## config.mk

```make
export PLATFORM = sky130hd
export DESIGN_NAME = tsct_div_cell
export DESIGN_NICKNAME = d
export VERILOG_FILES = /design/src/sv/tsct_pkg.sv /design/src/sv/tsct_div_cell.sv
export SDC_FILE = /design/constraint.sdc
export NUM_CORES = 1
export LEC_CHECK = 0
export CORE_AREA = 2 2 151 153
export CTS_CLUSTER_DIAMETER = 200
export DETAILED_ROUTE_END_ITERATION = 8
export DIE_AREA = 0 0 153 155
export DONT_BUFFER_PORTS = 1
export PLACE_DENSITY = 0.53
export SLEW_MARGIN = 10
export SYNTH_ARGS = -nofsm -noshare
export SYNTH_HDL_FRONTEND = slang
export SYNTH_SLANG_ARGS = --single-unit
```

## constraint.sdc

```tcl
create_clock -name clock -period 3.3 [get_ports clock]
set_clock_uncertainty 0.2 [all_clocks]
set_input_delay 0.495 -clock clock [delete_from_list [all_inputs] [get_ports clock]]
set_output_delay 0.495 -clock clock [all_outputs]
set_load 0.05 [all_outputs]
```

## src/sv/tsct_pkg.sv

```systemverilog
`timescale 1ns / 1ps
// Shared constants, types and codes for the Taylor sine/cosine/tangent unit.
// No dependencies.
package tsct_pkg;

   localparam int MAX_SERIES_ORDER = 31;
   localparam int RESULT_FRAC_BITS = 30;
   localparam int WORK_BITS        = 60;
   localparam int WORD_W           = 64;
   localparam int NUM_CELLS        = MAX_SERIES_ORDER / 2;

   localparam int ANGLE_W  = 26;
   localparam int RESULT_W = 32;
   localparam int MAG_W    = RESULT_W - 1;
   localparam int THRESH_W = 31;
   localparam int TAN_FRAC = 16;
   localparam int QUO_W    = 32;

   // constant divider: chunked long division with reciprocal estimate
   localparam int CHUNK_W   = 16;
   localparam int CHUNKS    = WORD_W / CHUNK_W;
   localparam int DVS_W     = $clog2(MAX_SERIES_ORDER * (MAX_SERIES_ORDER - 1) + 1);
   localparam int RCP_W     = 32;
   localparam int CDIV_LAT  = 2 * CHUNKS;
   localparam int MUL_LAT   = 2;

   typedef enum logic [1:0] {
      SPEC_NONE,
      SPEC_HALF,
      SPEC_QPOS,
      SPEC_QNEG
   } spec_type;

   typedef struct packed {
      logic     neg;
      spec_type spec;
   } side_type;

   typedef struct packed {
      logic [WORD_W-1:0] x2;
      logic [WORD_W-1:0] sterm;
      logic [WORD_W-1:0] cterm;
      logic [WORD_W-1:0] ssum;
      logic [WORD_W-1:0] csum;
   } series_type;

   typedef struct packed {
      logic [MAG_W-1:0]    rem;
      logic [MAG_W-1:0]    dvs;
      logic [QUO_W-1:0]    nlo;
      logic [QUO_W-1:0]    quo;
      logic                ovf;
      logic                neg;
      logic                undef;
      logic [RESULT_W-1:0] sine;
      logic [RESULT_W-1:0] cosine;
   } div_type;

endpackage

```

## src/sv/tsct_div_cell.sv

```systemverilog
`timescale 1ns / 1ps
// Divider cell: one restoring step, one quotient bit of the tangent quotient.
// Depends on tsct_pkg.
module tsct_div_cell (
   input  logic              clock,
   input  logic              reset,
   input  logic              en,
   input  logic              in_valid,
   input  tsct_pkg::div_type in_data,
   output logic              out_valid,
   output tsct_pkg::div_type out_data
);
   import tsct_pkg::*;

   logic [MAG_W:0] trial;
   logic [MAG_W:0] dvs_ext;
   logic           out_valid_ff;
   div_type        out_data_ff, out_data_in;

   always_comb begin
      trial           = {in_data.rem, in_data.nlo[QUO_W-1]};
      dvs_ext         = {1'b0, in_data.dvs};
      out_data_in     = in_data;
      out_data_in.nlo = {in_data.nlo[QUO_W-2:0], 1'b0};
      if (trial >= dvs_ext) begin
         out_data_in.rem = MAG_W'(trial - dvs_ext);
         out_data_in.quo = {in_data.quo[QUO_W-2:0], 1'b1};
      end else begin
         out_data_in.rem = trial[MAG_W-1:0];
         out_data_in.quo = {in_data.quo[QUO_W-2:0], 1'b0};
      end
   end

   always_ff @(posedge clock) begin
      if (reset) begin
         out_valid_ff <= 1'b0;
      end else if (en) begin
         out_valid_ff <= in_valid;
      end
   end

   always_ff @(posedge clock) begin
      if (en) begin
         out_data_ff <= out_data_in;
      end
   end

   assign out_valid = out_valid_ff;
   assign out_data  = out_data_ff;

endmodule

```

### Yosys cells after proc, flatten, opt, wreduce, memory -nomap -nowiden

Index checks and enable logic that the tools add are counted.

* output and inout port bits: 194
* bits in registers: 193
* input port bits: 197

* add/subtract/negate cells: 1
* $lt $le $gt $ge: 1
* mux-type cells: 2

Operator list (number)
* >= comparator 32 x 31 -> 1 bit: 1
* two-way mux 31 bit: 1
* subtractor 31 bit: 1
* two-way mux 1 bit: 1

### Depth between registers and ports, before layout

* depth in word-level cells: 2
* depth in mapped cells: 13
* depth with buffers taken out: 12

### Least setup slack after synthesis

No wires, ideal clock.

* path type: input-to-reg
* from: input in_data[130] (netlist bit)
* to: register out_data_ff, in the netlist out_data[189] (data pin)
* stages on the path: 12
* arrival time: 2.613 ns
* setup time: 0.258 ns
* path slack: 0.229 ns
* path through: inv_1 -> ha_1 -> fa_1 -> nor2b_1 -> o31ai_1 -> a21oi_1 -> o21ai_0 -> a211oi_1 -> nor2_2 -> buf_6 -> a2111o_1 -> o221a_2

RTL lines
* start, declared: RTL line tsct_div_cell.sv:9 `input tsct_pkg::div_type in_data,`
* end signal, assigned: RTL line tsct_div_cell.sv:44 `out_data_ff <= out_data_in;`
* end, declared: RTL line tsct_div_cell.sv:18 `div_type out_data_ff, out_data_in;`

==> results_dict.tcl <==
set metrics [dict create \
    drc 0 \
    power.switching_mw 2.22 \
    rsz0062_at_grt "false" \
    grt_pass1_vias 5237 \
    synth_area_leaders "edfxtp_1 72%, ha_1 4.9%, o21ai_0 2.6%, nand2_1 2.5%, a21oi_1 2.1%" \
    yosysTopAreaCell "edfxtp_1" \
    p_sw_share_pct 33.9 \
    grt-ovfl-total 0 \
    cts_buffer_depth 2 \
    layout_min_cycle_time_ns 2.89 \
    synthToLayoutAreaGrowth_pct 33.4 \
    gp_congestion 0.808 \
    end_kind "flop" \
    status "complete, no violations" \
    post-route-util_pct 47.8 \
    fmax_mhz 346 \
    finalHoldViolCount 0 \
    synthesis.nets 769 \
    tightest_slew_ns 0.623 \
    async_reset_ff_share_pct 0 \
    report.final.slew_viol_count 0 \
    synthesis.area_mm2 0.00796 \
    synth_edf_count 192 \
    synthCells 540 \
    fp.dieW_um 153 \
    clock_latency_ns 0.42 \
    synthFlopType "edfxtp_1" \
    dp_hpwl_mm 15.7 \
    multi_input_area_mm2 0.00192 \
    tritoncts "done" \
    pwr-share-seq_pct 59.2 \
    critPathArrivalTime_ns 2.87 \
    cts_sinks 193 \
    drt_iter0_markers 285 \
    final-setup-viol-count 0 \
    p_leak_nw 3.98 \
    internal_power_mw 4.33 \
    io_pins 391 \
    rr_worst_depth 2 \
    vdd_drop_max_uv 322 \
    cp_max_fo 6 \
    cts_hold_buf 162 \
    slew_headroom_pct 58.6 \
    yosysSeqAreaShare_pct 72.7 \
    ant_nets 0 \
    antenna_found_initial 0 \
    powerDensity_mw_per_mm2 617 \
    worstSetupPathType "in2reg" \
    syn_avg_cell_area_um2 14.7 \
    cp-start-kind "input pin" \
    io_buffers 0 \
    die-area_mm2 0.0237 \
    clkPwrFrac_pct 30.8 \
    cts_resized 0 \
    grt_max_degree 129 \
    ys_ff_latch 193 \
    fp.coreArea_mm2 0.0222 \
    grt_pass1_wl_mm 32.3 \
    wl_mm 22.5 \
    regArea_mm2 0.00579 \
    wl_per_cell_um 22.1 \
    num-fill-cells 1942 \
    cap_violations 0 \
    clockRootBuffer "clkbuf_16" \
    synth_cell_types 55 \
    die_h_um 155 \
    p_comb_share_pct 9.9 \
    cts_inserted_buffers 17 \
    start_util_pct 35.8 \
    hold_slack_ns 0.0323 \
    crit_required_ns 3.28 \
    grtUsageTotal_pct 18.2 \
    cts_setup_buffers 0 \
    synth_top_area_share_pct 72.5 \
    worst_hold_path_type "in2reg" \
    tns_ns 0 \
    final_nets 953 \
    worstHoldPathCells 2 \
    yosys_warnings 0 \
    htreeDepth 4 \
    viasPerCell 5.02 \
    drive_gt1_share_pct 8.02 \
    finalCritPeriodShare_pct 87.7 \
    via_count 5124 \
    row_count 55 \
    clk_pin_slew_worst_paths_ns 0.07 \
    antennaDiodeCount 0 \
    firstDrtPassIters 4 \
]
==> flip-flops by register name (all words and copies together) (netlist names) <==
| signal | cells |
|---|---|
| out_data | 192 |
| out_valid | 1 |
==> routing by layer <==
layer	routed length, µm	track usage (%)
met4	834	8.38
met3	2110	7.83
met2	11100	30.5
met5	0	0
met1	8470	20.1
==> metrics by stage <==
stage	power, mW	worst slack, ns	cell area, µm²	instances
floorplan	4.22	0.229	7960	540
global placement	4.39	-0.0180	8380	827
detailed placement	4.40	-0.0293	8380	827
CTS	6.62	0.418	10600	1020
global route	6.79	0.280	10600	1021
finish	6.55	0.406	10600	1021
==> worst paths after layout <==
kind	slack [ns]	startpoint	to
setup reg to reg	2.13	out_valid	out_valid
hold / removal	0.03	in_valid	out_valid
hold reg to reg	0.59	out_valid	out_valid
setup / recovery	0.41	in_data[130]	out_data[189]
==> Yosys cell counts (2+ instances only) <==
cell,n
nor3_1,4
a21o_1,6
and3_1,4
xnor2_1,12
nand4_1,5
a211oi_1,7
o31ai_1,5
a221oi_1,2
edfxtp_1,192
nand3_1,4
buf_2,5
o311a_1,2
inv_1,43
nand2_1,52
a311oi_1,2
ha_1,31
clkbuf_1,6
and2_1,4
o211ai_1,2
o21a_1,2
o21ai_0,41
a21oi_1,34
nor2_1,16
nor4b_1,2
nand2b_1,5
o21bai_1,5
or3_1,2
a31o_2,2
xor2_1,11
nor2b_1,4
buf_4,4
==> layout by cell type, fill, tap and decap left out, drive strengths merged, types with 11 or more instances in the layout <==
| master | Yosys | layout |
|---|---|---|
| a21oi | 34 | 34 |
| ha | 31 | 31 |
| edfxtp | 192 | 192 |
| o21ai | 41 | 41 |
| dlygate4sd3 | 0 | 162 |
| nand2 | 52 | 52 |
| clkbuf | 6 | 17 |
| xnor2 | 12 | 12 |
| inv | 44 | 50 |
| xor2 | 11 | 11 |
| nor2 | 17 | 17 |
| buf | 10 | 19 |
==> power by group through the flow <==
stage / combinational [mW] / clock (mW) / sequential, mW
finish: 0.651 / 2.02 / 3.88
global placement: 0.457 / 0 / 3.93
detailed placement: 0.462 / 0 / 3.93
floorplan: 0.353 / 0 / 3.86
CTS: 0.646 / 2.09 / 3.88
global route: 0.722 / 2.17 / 3.90
==> critical path: stages <==
cell and delay, ns:
inv_1 0.02, ha_1 0.21, fa_1 0.41, nor2b_1 0.19, o31ai_1 0.10, a21oi_1 0.19, buf_4 0.15, o21ai_0 0.11
a211oi_1 0.36, nor2_4 0.14, a2111o_1 0.36, o221a_2 0.13
==> logic make-up after synthesis <==
family	Yosys count	synth area share (%)
buffers and inverters	60	3.22
AND/OR/NAND/NOR	105	6.07
adder cells (fa/ha/maj)	32	5.13
other	1	0.0471
flip-flops	193	72.7
XOR/XNOR	23	2.53
AO/OA/AOI/OAI	124	9.97
multiplexers	2	0.314
==> area by class of cell <==
type | instances | share of cell area [%]
repair buffers | 181 | 16.9
clock inverters | 14 | 1.56
well taps | 285 | 3.36
clock buffers | 17 | 4.01
inverters | 44 | 1.58
multi-input cells | 287 | 18.1
flip-flops and latches | 193 | 54.5
Power figures use the tool's default switching activity.
